===== src/rtl/assert_macros.svh =====
// assertion macros used by the rtl controller dda_ctrl
`ifndef ASSERT_MACROS_SVH
`define ASSERT_MACROS_SVH
`ifndef SYNTHESIS
// concurrent check on the rising clock, off while reset is asserted
`define ASSERT_CLK(lbl, clk, rst_n, prop, msg) \
  lbl: assert property (@(posedge clk) disable iff (!rst_n) (prop)) else $error(msg);
// concurrent check that a condition never holds
`define ASSERT_NEVER(lbl, clk, rst_n, cond, msg) \
  lbl: assert property (@(posedge clk) disable iff (!rst_n) !(cond)) else $error(msg);
`else
`define ASSERT_CLK(lbl, clk, rst_n, prop, msg)
`define ASSERT_NEVER(lbl, clk, rst_n, cond, msg)
`endif
`endif


===== src/rtl/dda_pkg.sv =====
// shared constants and types of the dda line pixel generator
package dda_pkg;

  localparam int CoordBits  = 10;
  localparam int FracBits   = 16;
  localparam int AccBits    = CoordBits + FracBits + 1;
  localparam int IncBits    = FracBits + 2;
  localparam int LeftBits   = CoordBits + 1;
  localparam int NumBits    = CoordBits + FracBits;
  localparam int DivCntBits = $clog2(NumBits + 1);

  localparam logic [3:0] ColorHoriz = 4'd10;
  localparam logic [3:0] ColorFirst = 4'd4;
  localparam logic [3:0] ColorRest  = 4'd15;

  typedef enum logic {
    OP_START = 1'b0,
    OP_STEP  = 1'b1
  } op_e;

  // controller to datapath
  typedef struct packed {
    logic load_line;
    logic step_px;
    logic div_step;
  } dda_cmd_t;

  // datapath to controller
  typedef struct packed {
    logic busy;
    logic div_last;
  } dda_status_t;

endpackage


===== src/rtl/dda_if.sv =====
// valid/ready channels for input words and pixel words
interface dda_in_if import dda_pkg::*; ();
  logic                 valid;
  logic                 ready;
  op_e                  op;
  logic [CoordBits-1:0] x_begin;
  logic [CoordBits-1:0] x_end;
  logic [CoordBits-1:0] y_begin;
  logic [CoordBits-1:0] y_end;

  modport source (output valid, op, x_begin, x_end, y_begin, y_end, input ready);
  modport sink   (input valid, op, x_begin, x_end, y_begin, y_end, output ready);
endinterface

interface dda_out_if import dda_pkg::*; ();
  logic                 valid;
  logic                 ready;
  logic                 pixel_valid;
  logic [CoordBits-1:0] pixel_x;
  logic [CoordBits-1:0] pixel_y;
  logic [3:0]           pixel_color;
  logic                 last_pixel;

  modport source (output valid, pixel_valid, pixel_x, pixel_y, pixel_color, last_pixel,
                  input ready);
  modport sink   (input valid, pixel_valid, pixel_x, pixel_y, pixel_color, last_pixel,
                  output ready);
endinterface


===== src/rtl/dda_datapath.sv =====
// accumulators, pixel counter, serial dividers and pixel output register
module dda_datapath import dda_pkg::*; (
  input  logic                 clk_i,
  input  logic                 rst_ni,
  input  dda_cmd_t             cmd_i,
  output dda_status_t          status_o,
  input  logic [CoordBits-1:0] x_begin_i,
  input  logic [CoordBits-1:0] x_end_i,
  input  logic [CoordBits-1:0] y_begin_i,
  input  logic [CoordBits-1:0] y_end_i,
  output logic [CoordBits-1:0] pixel_x_o,
  output logic [CoordBits-1:0] pixel_y_o,
  output logic [3:0]           pixel_color_o,
  output logic                 last_pixel_o
);

  localparam logic [AccBits-1:0] BiasFix = AccBits'(1) << (FracBits - 8);
  localparam logic [IncBits-1:0] OneFix  = IncBits'(1) << FracBits;

  // axis 0 is x, axis 1 is y
  logic [AccBits-1:0]    accum_q [2];
  logic [AccBits-1:0]    accum_d [2];
  logic [IncBits-1:0]    inc_q   [2];
  logic [IncBits-1:0]    inc_d   [2];
  logic [NumBits-1:0]    num_q   [2];
  logic [NumBits-1:0]    num_d   [2];
  logic [CoordBits:0]    rem_q   [2];
  logic [CoordBits:0]    rem_d   [2];
  logic                  neg_q   [2];
  logic                  neg_d   [2];
  logic [CoordBits:0]    trial   [2];
  logic                  fits    [2];
  logic [FracBits:0]     quot    [2];
  logic [CoordBits-1:0]  step_q, step_d;
  logic                  horiz_q, horiz_d;
  logic [DivCntBits-1:0] cnt_q, cnt_d;
  logic [LeftBits-1:0]   left_q, left_d;
  logic [3:0]            color_q, color_d;
  logic                  busy_q, busy_d;
  logic [CoordBits-1:0]  pix_x_q, pix_x_d, pix_y_q, pix_y_d;
  logic [3:0]            pix_color_q, pix_color_d;
  logic                  pix_last_q, pix_last_d;

  logic                  xneg, yneg, horiz;
  logic [CoordBits-1:0]  adx, ady, step_len, x_start;

  assign xneg     = x_end_i < x_begin_i;
  assign yneg     = y_end_i < y_begin_i;
  assign adx      = xneg ? x_begin_i - x_end_i : x_end_i - x_begin_i;
  assign ady      = yneg ? y_begin_i - y_end_i : y_end_i - y_begin_i;
  assign horiz    = (ady == '0);
  assign step_len = (adx > ady) ? adx : ady;
  assign x_start  = (horiz && xneg) ? x_end_i : x_begin_i;

  always_comb begin
    for (int a = 0; a < 2; a++) begin
      accum_d[a] = accum_q[a];
      inc_d[a]   = inc_q[a];
      num_d[a]   = num_q[a];
      rem_d[a]   = rem_q[a];
      neg_d[a]   = neg_q[a];
      trial[a]   = {rem_q[a][CoordBits-1:0], num_q[a][NumBits-1]};
      fits[a]    = trial[a] >= {1'b0, step_q};
      quot[a]    = '0;
    end
    step_d      = step_q;
    horiz_d     = horiz_q;
    cnt_d       = cnt_q;
    left_d      = left_q;
    color_d     = color_q;
    busy_d      = busy_q;
    pix_x_d     = pix_x_q;
    pix_y_d     = pix_y_q;
    pix_color_d = pix_color_q;
    pix_last_d  = pix_last_q;

    if (cmd_i.load_line) begin
      accum_d[0]  = {1'b0, x_start, FracBits'(0)} + BiasFix;
      accum_d[1]  = {1'b0, y_begin_i, FracBits'(0)} + BiasFix;
      neg_d[0]    = xneg;
      neg_d[1]    = yneg;
      num_d[0]    = {adx, FracBits'(0)};
      num_d[1]    = {ady, FracBits'(0)};
      rem_d[0]    = '0;
      rem_d[1]    = '0;
      step_d      = step_len;
      horiz_d     = horiz;
      cnt_d       = DivCntBits'(NumBits);
      left_d      = horiz ? {1'b0, adx} : {1'b0, step_len};
      color_d     = horiz ? ColorHoriz : ColorRest;
      if (horiz) begin
        inc_d[0] = OneFix;
        inc_d[1] = '0;
      end
      busy_d      = (left_d != '0);
      pix_x_d     = accum_d[0][FracBits +: CoordBits];
      pix_y_d     = accum_d[1][FracBits +: CoordBits];
      pix_color_d = horiz ? ColorHoriz : ColorFirst;
      pix_last_d  = (left_d == '0);
    end else if (cmd_i.step_px) begin
      for (int a = 0; a < 2; a++) begin
        accum_d[a] = accum_q[a]
                   + {{(AccBits - IncBits){inc_q[a][IncBits-1]}}, inc_q[a]};
      end
      left_d      = left_q - LeftBits'(1);
      busy_d      = (left_d != '0);
      pix_x_d     = accum_d[0][FracBits +: CoordBits];
      pix_y_d     = accum_d[1][FracBits +: CoordBits];
      pix_color_d = color_q;
      pix_last_d  = (left_d == '0);
    end else if (cmd_i.div_step) begin
      // one restoring division step per axis
      for (int a = 0; a < 2; a++) begin
        rem_d[a] = fits[a] ? trial[a] - {1'b0, step_q} : trial[a];
        num_d[a] = {num_q[a][NumBits-2:0], fits[a]};
        quot[a]  = num_d[a][FracBits:0];
        if ((cnt_q == DivCntBits'(1)) && !horiz_q) begin
          // round toward plus infinity
          inc_d[a] = neg_q[a] ? IncBits'(0) - {1'b0, quot[a]}
                              : {1'b0, quot[a]} + IncBits'(rem_d[a] != '0);
        end
      end
      cnt_d = cnt_q - DivCntBits'(1);
    end
  end

  always_ff @(posedge clk_i or negedge rst_ni) begin
    if (!rst_ni) begin
      for (int a = 0; a < 2; a++) begin
        accum_q[a] <= '0;
        inc_q[a]   <= '0;
      end
      left_q  <= '0;
      color_q <= '0;
      busy_q  <= 1'b0;
      cnt_q   <= '0;
    end else begin
      accum_q <= accum_d;
      inc_q   <= inc_d;
      left_q  <= left_d;
      color_q <= color_d;
      busy_q  <= busy_d;
      cnt_q   <= cnt_d;
    end
  end

  always_ff @(posedge clk_i) begin
    num_q       <= num_d;
    rem_q       <= rem_d;
    neg_q       <= neg_d;
    step_q      <= step_d;
    horiz_q     <= horiz_d;
    pix_x_q     <= pix_x_d;
    pix_y_q     <= pix_y_d;
    pix_color_q <= pix_color_d;
    pix_last_q  <= pix_last_d;
  end

  assign status_o.busy     = busy_q;
  assign status_o.div_last = (cnt_q == DivCntBits'(1));
  assign pixel_x_o         = pix_x_q;
  assign pixel_y_o         = pix_y_q;
  assign pixel_color_o     = pix_color_q;
  assign last_pixel_o      = pix_last_q;

endmodule


===== src/rtl/dda_ctrl.sv =====
// handshake control and division sequencing
`include "assert_macros.svh"
module dda_ctrl import dda_pkg::*; (
  input  logic        clk_i,
  input  logic        rst_ni,
  input  logic        in_valid_i,
  input  op_e         in_op_i,
  output logic        in_ready_o,
  output logic        out_valid_o,
  input  logic        out_ready_i,
  input  dda_status_t status_i,
  output dda_cmd_t    cmd_o
);

  typedef enum logic {
    S_READY,
    S_DIV
  } state_e;

  state_e state_q;
  logic   out_valid_q;
  logic   accept;

  assign in_ready_o  = (state_q == S_READY) && (!out_valid_q || out_ready_i);
  assign accept      = in_valid_i && in_ready_o;
  assign out_valid_o = out_valid_q;

  always_comb begin
    cmd_o.load_line = accept && (in_op_i == OP_START);
    cmd_o.step_px   = accept && (in_op_i == OP_STEP) && status_i.busy;
    cmd_o.div_step  = (state_q == S_DIV);
  end

  always_ff @(posedge clk_i or negedge rst_ni) begin
    if (!rst_ni) begin
      state_q     <= S_READY;
      out_valid_q <= 1'b0;
    end else begin
      if (cmd_o.load_line || cmd_o.step_px) begin
        out_valid_q <= 1'b1;
      end else if (out_ready_i) begin
        out_valid_q <= 1'b0;
      end
      case (state_q)
        S_READY: begin
          if (cmd_o.load_line) begin
            state_q <= S_DIV;
          end
        end
        S_DIV: begin
          if (status_i.div_last) begin
            state_q <= S_READY;
          end
        end
        default: begin
          state_q <= S_READY;
        end
      endcase
    end
  end

  `ASSERT_NEVER(a_no_accept_in_div, clk_i, rst_ni, (state_q == S_DIV) && in_ready_o, "input taken during division")
  `ASSERT_CLK(a_start_divides, clk_i, rst_ni, cmd_o.load_line |=> (state_q == S_DIV) && out_valid_q, "start did not begin division with first pixel")
  `ASSERT_CLK(a_div_ends, clk_i, rst_ni, (state_q == S_DIV) && status_i.div_last |=> (state_q == S_READY), "division did not finish")
  `ASSERT_CLK(a_step_emits, clk_i, rst_ni, cmd_o.step_px |=> out_valid_q, "step pixel not presented")

endmodule


===== src/rtl/dda_line_pixel_generator.sv =====
// a pixel word is presented in the cycle after its input word is taken
// throughput: a step word every cycle while the pixel side keeps up and no division runs
// a start word holds the input off while two bit-serial dividers run, one bit per cycle
// step words while no line runs are taken and give no pixel
// reset (async, active low) clears accumulators, counters and state to idle
// top level: ties the channel interfaces to controller and datapath
module dda_line_pixel_generator import dda_pkg::*; (
  input  logic     clk_i,
  input  logic     rst_ni,
  dda_in_if.sink   in_i,
  dda_out_if.source out_o
);

  dda_cmd_t    cmd;
  dda_status_t status;

  // controller: handshakes, output valid, division sequencing
  dda_ctrl u_ctrl (
    .clk_i       (clk_i),
    .rst_ni      (rst_ni),
    .in_valid_i  (in_i.valid),
    .in_op_i     (in_i.op),
    .in_ready_o  (in_i.ready),
    .out_valid_o (out_o.valid),
    .out_ready_i (out_o.ready),
    .status_i    (status),
    .cmd_o       (cmd)
  );

  // datapath: fixed point accumulators, increments, pixel register
  dda_datapath u_datapath (
    .clk_i         (clk_i),
    .rst_ni        (rst_ni),
    .cmd_i         (cmd),
    .status_o      (status),
    .x_begin_i     (in_i.x_begin),
    .x_end_i       (in_i.x_end),
    .y_begin_i     (in_i.y_begin),
    .y_end_i       (in_i.y_end),
    .pixel_x_o     (out_o.pixel_x),
    .pixel_y_o     (out_o.pixel_y),
    .pixel_color_o (out_o.pixel_color),
    .last_pixel_o  (out_o.last_pixel)
  );

  // every presented word is a pixel
  assign out_o.pixel_valid = 1'b1;

endmodule

===== src/flat_wrapper.sv =====
// flat-port wrapper written by rule: the top's interface ports become plain ports
module dda_line_pixel_generator_flat import dda_pkg::*;
  (clk_i, rst_ni, in_i_valid, in_i_op, in_i_x_begin, in_i_x_end, in_i_y_begin, in_i_y_end, in_i_ready, out_o_valid, out_o_pixel_valid, out_o_pixel_x, out_o_pixel_y, out_o_pixel_color, out_o_last_pixel, out_o_ready);
  dda_in_if in_i_i ();
  dda_out_if out_o_i ();
  input  logic clk_i;
  input  logic rst_ni;
  input wire logic [$bits(in_i_i.valid)-1:0] in_i_valid;
  input wire logic [$bits(in_i_i.op)-1:0] in_i_op;
  input wire logic [$bits(in_i_i.x_begin)-1:0] in_i_x_begin;
  input wire logic [$bits(in_i_i.x_end)-1:0] in_i_x_end;
  input wire logic [$bits(in_i_i.y_begin)-1:0] in_i_y_begin;
  input wire logic [$bits(in_i_i.y_end)-1:0] in_i_y_end;
  output wire logic [$bits(in_i_i.ready)-1:0] in_i_ready;
  output wire logic [$bits(out_o_i.valid)-1:0] out_o_valid;
  output wire logic [$bits(out_o_i.pixel_valid)-1:0] out_o_pixel_valid;
  output wire logic [$bits(out_o_i.pixel_x)-1:0] out_o_pixel_x;
  output wire logic [$bits(out_o_i.pixel_y)-1:0] out_o_pixel_y;
  output wire logic [$bits(out_o_i.pixel_color)-1:0] out_o_pixel_color;
  output wire logic [$bits(out_o_i.last_pixel)-1:0] out_o_last_pixel;
  input wire logic [$bits(out_o_i.ready)-1:0] out_o_ready;
  assign in_i_i.valid = in_i_valid;
  assign in_i_i.op = in_i_op;
  assign in_i_i.x_begin = in_i_x_begin;
  assign in_i_i.x_end = in_i_x_end;
  assign in_i_i.y_begin = in_i_y_begin;
  assign in_i_i.y_end = in_i_y_end;
  assign in_i_ready = in_i_i.ready;
  assign out_o_valid = out_o_i.valid;
  assign out_o_pixel_valid = out_o_i.pixel_valid;
  assign out_o_pixel_x = out_o_i.pixel_x;
  assign out_o_pixel_y = out_o_i.pixel_y;
  assign out_o_pixel_color = out_o_i.pixel_color;
  assign out_o_last_pixel = out_o_i.last_pixel;
  assign out_o_i.ready = out_o_ready;
  dda_line_pixel_generator u_core (.clk_i(clk_i), .rst_ni(rst_ni), .in_i(in_i_i), .out_o(out_o_i));
endmodule

===== config.mk =====
export PLATFORM = sky130hd
export DESIGN_NAME = dda_line_pixel_generator_flat
export DESIGN_NICKNAME = d
export VERILOG_FILES = /design/src/rtl/dda_pkg.sv /design/src/rtl/dda_if.sv /design/src/rtl/dda_datapath.sv /design/src/rtl/dda_ctrl.sv /design/src/rtl/dda_line_pixel_generator.sv /design/src/flat_wrapper.sv
export VERILOG_INCLUDE_DIRS = /design/src /design/src/rtl
export SDC_FILE = /design/constraint.sdc
export NUM_CORES = 1
export LEC_CHECK = 0
export BUFFER_PORTS_ARGS = -buffer_cell sky130_fd_sc_hd__buf_2
export CAP_MARGIN = 5
export CORE_MARGIN = 2
export CORE_UTILIZATION = 65
export CTS_BUF_LIST = sky130_fd_sc_hd__clkbuf_8
export DETAILED_ROUTE_END_ITERATION = 6
export GPL_ROUTABILITY_DRIVEN = 1
export PLACE_DENSITY = 0.84
export SLEW_MARGIN = 20
export SYNTH_ARGS = -nofsm -noshare
export SYNTH_HDL_FRONTEND = slang
export SYNTH_SLANG_ARGS = --single-unit
export TNS_END_PERCENT = 50

===== constraint.sdc =====
create_clock -name clk_i -period 5 [get_ports clk_i]
set_input_delay 1 -clock clk_i [delete_from_list [all_inputs] [get_ports clk_i]]
set_output_delay 1 -clock clk_i [all_outputs]
set_load 0.01 [all_outputs]

After elaboration in Yosys (flattened, before gate mapping):

Cells that the tools add are included.

* logic and storage cells: 118
* output and inout port bits: 28
* register bits: 223

* bitwise logic cells: 3
* muxes and demuxes: 42
* reduce and logical (&&, ||, !) cells: 25
* equal/unequal tests: 3
* magnitude comparators: 5
* $add $sub $neg: 16

Operators with widths (number)
* $mux 52: 3
* $mux 36: 4
* $mux 54: 2
* $mux 10: 9
* $mux 18: 4
* $add 26x9->27 const B: 2
* $add 27x27->27: 2
* $mux 11: 4
* $reduce_bool 11->1: 4
* $sub 10x10->10: 4
* $add 17x1->18: 2
* $sub 1x17->18 const A: 2
* $ge 11x10->1: 2
* $logic_not 11->1: 2
* $sub 11x10->11: 2
* $lt 10x10->1: 2
* $mux 5: 3
* $mux 4: 3
* $sub 11x1->11 const B: 1
* $gt 10x10->1: 1
* $logic_not 10->1: 1
* $mux 1: 8
* $reduce_bool 2->1: 4
* $logic_and 1x1->1: 7
* other kinds (11): 16

Longest topological paths before layout:

Gate-level depths: netlist of run 1.

* depth in word-level cells: 9
* gate-level depth with buffers: 24

By module:

A second synthesis of run 1 with hierarchy kept.

* cells, all modules: 1785
* area total of the unflattened synthesis: 15665.0 um^2

By module, submodules not included
* dda_datapath: sequential area each 5430.2 um^2, instances 1, area each 15519.9 um^2, cells each 1769
* dda_ctrl: sequential area each 50.0 um^2, instances 1, area each 133.9 um^2, cells each 14
* dda_line_pixel_generator: sequential area each 0.0 um^2, instances 1, area each 11.3 um^2, cells each 2

Least setup slack after synthesis of run 1:

OpenSTA, ideal clock, no wires.

* kind: input to register
* from: input port in_i_y_end[0]
* to: register u_core.u_datapath.pix_last_q, in the netlist u_core.u_datapath.last_pixel_o (data pin)
* setup time: 0.259 ns
* stages: 20
* arrival: 4.750 ns
* slack: -0.009 ns
* cell sequence: inv_1 -> ha_1 -> inv_1 -> fa_1 -> a211oi_1 -> o21ai_1 -> a41oi_2 -> clkbuf_1 -> mux2i_1 -> xnor2_1 -> inv_1 -> ha_1 -> o21a_1 -> o21ai_0 -> nand2b_1 -> a211oi_1 -> a21oi_2 -> a21oi_2 -> o41ai_2 -> a31o_1

* cells in the longest elaborated chain, start to end: 7
* elaborated cells on any way between the ends: 10
* classes of those cells: add/sub: 2; order compare: 2; mux: 4; reduce/logical: 2

RTL lines
* start: declaration: RTL line flat_wrapper.sv:13 `input wire logic [$bits(in_i_i.y_end)-1:0] in_i_y_end;`
* $lt 10x10->1 *: RTL line dda_datapath.sv:48 `assign yneg = y_end_i < y_begin_i;`
* net u_core.u_datapath.yneg: RTL line dda_datapath.sv:44 `logic xneg, yneg, horiz;`
* $mux 10 *: RTL line dda_datapath.sv:50 `assign ady = yneg ? y_begin_i - y_end_i : y_end_i - y_begin_i;`
* $gt 10x10->1: RTL line dda_datapath.sv:52 `assign step_len = (adx > ady) ? adx : ady;`
* $mux 10: RTL line dda_datapath.sv:52
* $mux 10 *: RTL line dda_datapath.sv:89 `left_d = horiz ? {1'b0, adx} : {1'b0, step_len};`
* $logic_not 11->1 *: RTL line dda_datapath.sv:99 `pix_last_d = (left_d == '0);`
* $mux 1 *: RTL line dda_datapath.sv:77 `if (cmd_i.load_line) begin`
* net u_core.u_datapath.pix_last_d: RTL line dda_datapath.sv:42 `logic pix_last_q, pix_last_d;`
* end signal: assignment: RTL line dda_datapath.sv:156 `pix_last_q <= pix_last_d;`
* end: declaration: RTL line dda_datapath.sv:42

Mark *: on every way through the listed nets, which the timed path passes. The rest lies on a longest branch.
A chain may end at the register's enable or synchronous reset.

Worst setup path after layout of run 1:

* from: input port in_i_x_end[0]
* to: register u_core.u_datapath.busy_q

* cells in the longest elaborated chain, start to end: 7
* elaborated cells on any way between the ends: 9
* classes of those cells: add/sub: 2; order compare: 2; mux: 4; reduce/logical: 1

RTL lines
* start: declaration: RTL line flat_wrapper.sv:11 `input wire logic [$bits(in_i_i.x_end)-1:0] in_i_x_end;`
* $sub 10x10->10 / $lt 10x10->1 (equally long branches): RTL line dda_datapath.sv:49, dda_datapath.sv:47
* $mux 10 *: RTL line dda_datapath.sv:49 `assign adx = xneg ? x_begin_i - x_end_i : x_end_i - x_begin_i;`
* $gt 10x10->1: RTL line dda_datapath.sv:52
* $mux 10: RTL line dda_datapath.sv:52
* $mux 10 *: RTL line dda_datapath.sv:89
* $reduce_bool 11->1 *: RTL line dda_datapath.sv:95 `busy_d = (left_d != '0);`
* $mux 1 *: RTL line dda_datapath.sv:77
* end signal: assignment: RTL line dda_datapath.sv:142 `busy_q <= busy_d;`
* end: declaration: RTL line dda_datapath.sv:39 `logic busy_q, busy_d;`

Every way passes the cells marked *; elsewhere a longest branch is shown, timed or not.

==> impl_results.md, run 1 <==
* Status: finished clean
* Synth Net Count at 1998
* Core area at 23600 um^2
* EDFF count, synth at 57
* Vias in the first global route at 13900
* Setup TNS at 0 ns
* Initial drt markers at 1409
* Worst-margin pin slew at 0.941 ns
* DRC at 0
* Fraction of layout cells with a size suffix above 1 at 13.2%
* Die height at 159 um
* Final wirelength at 41300 um
* Synth area leader: dfrtp_1
* Seq pwr share at 31.6%
* Max_cap viols at 0
* Row count at 56
* Post-synth top area share at 17.4%
* Grt ovf at 0
* Max Fclk at 214 MHz
* Arr. time, crit path at 5.12 ns
* Mapped Avg Cell Area at 8.64 um^2
* First-pass GRT wire length at 67700 um
* DP HPWL at 29800 um
* Cell Area, Placed at 16700 um^2
* Port bufs at 71
* P_sw at 4.65 mW
* CTS Root Cell: clkbuf_8
* CP endpoint kind: register
* Routed wl met3 at 2610 um
* Maximum VDD drop at 0.377 mV
* Clock slew at reported path FFs at 0.06 ns
* Die area at 25400 um^2
* Synth cell types at 89
* Crit path kind: in2reg
* Nets at 2104
* CP max-delay cell: fa_1
* Sw Share at 43.9%
* Clk network pwr share at 15.7%
* Final Cycle Share at 93.6%
* PwrDens at 605 nW/um^2
* Boundary Pins at 73
* CTS Buf Count at 40
* GPL Wtd Cong at 0.942
* Post-synthesis cell count at 1817
* Layout Skew at 0.0488 ns
* Largest cells by area after synthesis: dfrtp_1 (17%), edfxtp_1 (11%), ha_1 (10%)
* Post-synth top flop: dfrtp_1
* R2r setup slk at 0.36 ns
* Starting Density at 66.4%
* Die W at 159 um
* Largest net degree at the start of global routing at 69
* Post-place setup slack at -0.287 ns
* # setup viols final at 0
* Multi-input gate area at 9440 um^2
* Synthesis-to-finish area growth at 11.6%
* Syn. warnings at 0
* Fin area at 17500 um^2
* Antenna-violating nets left at 0
* Initial antenna violation count at 0
* Via count at 14100
* Final worst setup slack at 0.319 ns
* RSZ-0062 raised after global routing: false
* Sequential Area at 5480 um^2
* Fill cells at 1766
* Critical Path Fanout Max at 11
* Worst-Skew Late Latency at 0.57 ns
* Fin util at 74.2%
* Slew HR at 37.2%
* Slowest cell delay on critical path at 0.41 ns
* Async SR Flop Fraction at 50.0%
* TritonRoute pass-1 iters at 5
* Antenna cells at 0
* P_int at 5.95 mW
* DR top layer: met4
* Post-synthesis sequential area ratio at 34.9%
* Total Routing Usage GR at 32.0%
* M1 WL at 17700 um
* CTS tree: built
* Final Hold Fails at 0
* Clock sinks at 218
* Routed wl met2 at 19600 um
* WP data required at 5.44 ns
* Fin. max-slew vios at 0
* Max clock buf depth at 3
* Mapped Area at 15700 um^2
* #FFs+latches synth at 218
* Vias per inst at 6.20
* Share of total power in combinational logic at 52.7%
* CP Launch Type: primary input
* H-tree level count at 2
* Final Critical Period at 4.68 ns
* Average wire per standard cell at 18.2 um
* HP Class: reg2reg
* Leakage power at 8.13 nW
[worst max-delay path: cells and delay by family]
kind / cells / cell delay, ns
AOI/OAI and AO/OA: 13 / 2.24
adders and majority gates: 3 / 0.90
buffers and inverters: 6 / 0.68
xor gates and xnor gates: 1 / 0.17
and+or+nand+nor: 2 / 0.13
[placed cells by master, fill, tap and decap left out, types with 35 or more instances in the layout]
cell type and n:
nand2_1 230, o21ai_0 170, inv_1 133, a21oi_1 129, ha_1 128, dfrtp_1 108
nor2_1 98, buf_4 79, buf_2 70, xnor2_1 67, edfxtp_1 57, dfxtp_1 52
xor2_1 49, clkbuf_8 46, nor3_1 37, a22o_1 37, a21o_1 36, mux2i_1 35
[state kept, by name, summed over array words and instances (netlist names)]
| name | count |
|---|---|
| u_core.u_datapath.cnt_q | 5 |
| u_core.u_ctrl.out_valid_o | 1 |
| u_core.u_datapath.pixel_y_o | 10 |
| u_core.u_datapath.neg_q | 2 |
| u_core.u_datapath.busy_q | 1 |
| u_core.u_datapath.accum_q | 52 |
| u_core.u_datapath.rem_q | 20 |
| u_core.u_datapath.pixel_color_o | 3 |
| u_core.u_datapath.horiz_q | 1 |
| u_core.u_datapath.last_pixel_o | 1 |
| u_core.u_datapath.num_q | 52 |
| u_core.u_ctrl.state_q | 1 |
| u_core.u_datapath.left_q | 11 |
| u_core.u_datapath.inc_q | 36 |
| u_core.u_datapath.pixel_x_o | 10 |
| u_core.u_datapath.step_q | 10 |
| u_core.u_datapath.color_q | 2 |
[worst paths after layout]
check	startpoint	to	depth (start not counted)
setup / recovery	in_i_x_end[0]	u_core.u_datapath.busy_q	25
hold / removal	u_core.u_datapath.accum_q[31]	u_core.u_datapath.accum_q[31]	1
setup reg to reg	u_core.u_datapath.step_q[1]	u_core.u_datapath.inc_q[16]	23
max in group asynchronous	rst_ni	u_core.u_datapath.left_q[6]	2
min in group asynchronous	rst_ni	u_core.u_datapath.accum_q[11]	1
hold reg to reg	u_core.u_datapath.accum_q[31]	u_core.u_datapath.accum_q[31]	1
[through the flow]
stage	instances	total power [mW]	hold slack, ns
after global routing	2273	11.4	0.512
after floorplan	1817	7.31	0.435
after CTS	2271	10.5	0.492
final	2273	10.6	0.489
after global placement	2198	8.46	0.450
after detailed placement	2198	8.77	0.465
[cells by family (layout without fill, tap and decap cells)]
family	after synthesis	count (layout)	share of synthesized area [%]
compound gates	580	581	24.0
xor+xnor	116	116	6.48
fa+ha+maj	136	136	11.2
buf+inv	205	341	5.22
flops	218	218	34.9
mux	40	40	2.58
other cells	1	1	0.0239
simple gates	521	521	15.5
[area by class of cell]
type                       count  area share (%)
inverter                     118            2.54
clock buffer                  46            3.62
sequential                   218            31.3
clock inverter                27           0.822
tap                          319            2.28
multi-input combinational   1395            53.9
timing repair buffer         150            5.50
[metal layers]
metal,global-route usage (%),vias to the layer above
li1,-,6732
met2,54.0,509
met5,0,-
met4,12.4,0
met1,41.6,6743
met3,4.69,106
[power by group through the flow]
| stage | combinational [mW] | clock [mW] | sequential (mW) |
|---|---|---|---|
| finish | 5.58 | 1.66 | 3.35 |
| global placement | 5.16 | 0 | 3.31 |
| CTS | 5.47 | 1.67 | 3.33 |
| global route | 6.21 | 1.76 | 3.43 |
| detailed placement | 5.42 | 0 | 3.35 |
| floorplan | 4.22 | 0 | 3.09 |
[Yosys cell counts, drive strengths merged, types with 4 or more instances]
cell type / number
a211o: 6
a211oi: 27
a21boi: 12
a21o: 37
a21oi: 131
a22o: 37
a31o: 4
a31oi: 16
a41oi: 4
and2: 9
and3: 13
and4: 7
buf: 22
clkbuf: 65
dfrtp: 109
dfxtp: 52
edfxtp: 57
fa: 8
ha: 128
inv: 118
mux2: 4
mux2i: 36
nand2: 230
nand2b: 16
nand3: 29
nand4: 14
nor2: 99
nor2b: 22
nor3: 41
nor4: 7
o211ai: 17
o21a: 23
o21ai: 184
o21bai: 11
o22ai: 8
o31ai: 22
o41ai: 6
or2: 7
or3: 12
xnor2: 67
xor2: 49
[repair_timing]
action                     4_1_cts  5_1_grt
buffers inserted                 0        1
hold buffers                     0        0
setup endpoints to repair        0       17
gates resized for setup          0        9
(Power assumes the default switching activity.)
==> run 2, diff against run 1 <==
--- a/config.mk
+++ b/config.mk
@@ -6,6 +6,7 @@
 export SDC_FILE = /design/constraint.sdc
 export NUM_CORES = 1
 export LEC_CHECK = 0
+export ABC_AREA = 1
 export BUFFER_PORTS_ARGS = -buffer_cell sky130_fd_sc_hd__buf_2
 export CAP_MARGIN = 5
 export CORE_MARGIN = 2
==> impl_results.md, run 2 <==
* Row count at 57 (+1.8%)
* Slowest cell delay on critical path at 0.36 ns (-0.05 ns)
* First-pass GRT wire length at 72400 um (+6.9%)
* Slew HR at 43.9% (+6.7 points)
* Post-synthesis cell count at 2220 (+22%)
* Fin. max-slew vios at 0 (unchanged)
* Fraction of layout cells with a size suffix above 1 at 9.80% (-3.4 points)
* Port bufs at 71 (unchanged)
* Most frequent cell after synthesis: nand2_1
* Grt ovf at 0 (unchanged)
* Crit path kind: reg2reg
* M1 WL at 19200 um (+8.6%)
* Post-place setup slack at -0.00230 ns (+0.285 ns)
* Initial drt markers at 1562 (+11%)
* Seq pwr share at 29.1% (-2.5 points)
* Worst-Skew Late Latency at 0.54 ns (-0.03 ns)
* Boundary Pins at 73 (unchanged)
* Average wire per standard cell at 16.8 um (-7.5%)
* CTS Root Cell: clkbuf_8
* Max clock buf depth at 3 (unchanged)
* Clk network pwr share at 15.0% (-0.7 points)
* Max Fclk at 219 MHz (+2.5%)
* GPL Wtd Cong at 0.962 (+2.2%)
* Final Hold Fails at 0 (unchanged)
* Post-synth top flop: dfrtp_1
* Most frequent cells in the layout: nand2_1 (579), inv_1 (328), o21ai_0 (206)
* DP HPWL at 33300 um (+12%)
* Maximum VDD drop at 0.355 mV (-6.0%)
* Clock sinks at 218 (unchanged)
* Final Critical Period at 4.57 ns (-0.115 ns)
* Via count at 15400 (+9.3%)
* Fill cells at 1978 (+12%)
* CP max-delay cell: edfxtp_1
* CP endpoint kind: register
* Multi-input gate area at 9090 um^2 (-3.8%)
* Antenna cells at 0 (unchanged)
* CP Launch Type: register
* EDFF count, synth at 57 (unchanged)
* CTS tree: built
* Nets at 2479 (+18%)
* Status: finished with violations
* Synth area leader: dfrtp_1
* RR Startpoint: u_core.u_datapath.step_q[2]
* # setup viols final at 0 (unchanged)
* Synthesis-to-finish area growth at 9.59%
* RSZ-0062 raised after global routing: false
* Critical Path Fanout Max at 13 (+2)
* Routed wl met3 at 3080 um (+18%)
* Routed wl met2 at 20300 um (+3.6%)
* DRC at 6 (+6)
* Vias in the first global route at 14700 (+5.5%)
* Commonest cells in the netlist: nand2_1 (580), inv_1 (314), o21ai_0 (207)
* #FFs+latches synth at 218 (unchanged)
* Syn. warnings at 0 (unchanged)
* Vias per inst at 5.81 (-6.3%)
* Die area at 26100 um^2 (+2.6%)
* Mapped Avg Cell Area at 7.25 um^2 (-16%)
* Die W at 161 um (+1.3%)
* Initial antenna violation count at 0 (unchanged)
* Core area at 24300 um^2 (+3.0%)
* Total Routing Usage GR at 34.2% (+2.2 points)
* HP Class: in2async
* Async SR Flop Fraction at 50.0% (unchanged)
* Max_cap viols at 0 (unchanged)
* Final Cycle Share at 91.3% (-2.3 points)
* Clock slew at reported path FFs at 0.06 ns (about the same)
* Largest regs: u_core.u_datapath.accum_q (52), u_core.u_datapath.num_q (52), u_core.u_datapath.inc_q (36)
* P_int at 6.01 mW (+1.1%)
* Largest cells by area after synthesis: dfrtp_1 (17%), nand2_1 (14%), edfxtp_1 (11%)
* Arr. time, crit path at 4.96 ns (-0.16 ns)
* Antenna-violating nets left at 0 (unchanged)
* Sequential Area at 5480 um^2 (unchanged)
* Share of total power in combinational logic at 55.9% (+3.2 points)
* Post-synth top area share at 16.9% (-0.45 points)
* WP data required at 5.40 ns (-0.04 ns)
* Sw Share at 47.6% (+3.8 points)
* Starting Density at 66.2% (-0.22 points)
* Die height at 161 um (+1.3%)
* Failing checks: DRC
* Post-synthesis sequential area ratio at 34.0% (-0.90 points)
* Most common cell after layout, fill and taps aside: nand2_1
* Largest net degree at the start of global routing at 52 (-25%)
* Layout Skew at 0.0264 ns (-0.0224 ns)
* CTS Buf Count at 38 (-5.0%)
* Leakage power at 9.01 nW (+11%)
* TritonRoute pass-1 iters at 7 (+2)
* H-tree level count at 2 (unchanged)
* Synth Net Count at 2401 (+20%)
* P_sw at 5.46 mW (+18%)
* Synth cell types at 61 (-31%)
* Fin util at 72.6% (-1.6 points)
* PwrDens at 650 nW/um^2 (+7.4%)
* DR top layer: met4
* Mapped Area at 16100 um^2 (+2.6%)
* Final wirelength at 44500 um (+7.9%)
* Final worst setup slack at 0.434 ns (+0.115 ns)
* Worst setup path start: u_core.u_datapath.step_q[2]
* Worst-margin pin slew at 0.840 ns (-0.101 ns)
-- run 2: changes by cell type in the layout (fill, tap and decap cells not counted), moves of 36 or more --
cell / change
buf_4: -37
inv_1: +195
nand2_1: +349
nand3_1: +78
o21ai_0: +36
xnor2_1: -53
-- run 2: power by group through the flow --
stage | logic (mW) | registers [mW] | clock network, mW
2_1_floorplan | 4.82 | 3.11 | 0
3_3_place_gp | 5.97 | 3.32 | 0
3_5_place_dp | 6.23 | 3.34 | 0
4_1_cts | 6.27 | 3.32 | 1.73
5_1_grt | 7.25 | 3.42 | 1.81
6_report | 6.41 | 3.34 | 1.72
-- run 2: worst paths after layout --
path / endpoint / slack, ns / depth (start not counted)
hold / removal: u_core.u_datapath.accum_q[3] / 0.43 / 1
setup / recovery: u_core.u_datapath.inc_q[15] / 0.43 / 27
max in group asynchronous: u_core.u_datapath.accum_q[40] / 3.63 / 2
hold reg to reg: u_core.u_datapath.color_q[1] / 0.45 / 2
min in group clk_i: u_core.u_datapath.color_q[1] / 0.45 / 2
setup reg to reg: u_core.u_datapath.inc_q[15] / 0.43 / 27
-- run 2: area by class of cell --
class                           count  share of cell area, %
Sequential cell                   218                   31.1
Inverter                          323                   6.88
Multi-Input combinational cell   1605                   51.5
Clock inverter                     20                  0.766
Timing Repair Buffer              112                   3.77
Clock buffer                       48                   3.74
Tap cell                          324                   2.30
-- run 2: repair_timing --
action,4_1_cts,5_1_grt
gates resized for setup,0,2
endpoints found under the setup margin,0,2
hold buffers,0,0
buffers inserted,0,0
-- run 2: logic make-up after synthesis --
family	share of synthesized area, %
AOI/OAI and AO/OA	17.6
adders and majority gates	10.9
other	0.0233
and+or+nand+nor	24.2
buffers and inverters	9.68
DFF	34.0
xor gates and xnor gates	3.53
-- run 2: worst max-delay path: cells and delay by family, from the launching register on --
kind | cells | cell delay, ns
AOI/OAI and AO/OA | 8 | 1.54
buffers and inverters | 4 | 0.43
and+or+nand+nor | 13 | 1.63
DFF | 1 | 0.36
adders and majority gates | 2 | 0.48
-- run 2: per-stage QoR --
stage	instances	power [mW]	hold WS [ns]	setup TNS, ns	instance area [um^2]
6_report	2650	11.5	0.433	0	17600
5_1_grt	2650	12.5	0.473	0	17600
4_1_cts	2650	11.3	0.430	0	17600
3_5_place_dp	2582	9.57	0.439	-0.00230	16900
3_3_place_gp	2582	9.29	0.431	0	16900
2_1_floorplan	2220	7.93	0.420	0	16100
-- run 2: metal layers --
layer / vias up / global-route usage [%]
met5: - / 0
met2: 603 / 56.0
li1: 7490 / -
met4: 0 / 14.9
met3: 102 / 4.34
met1: 7201 / 45.9
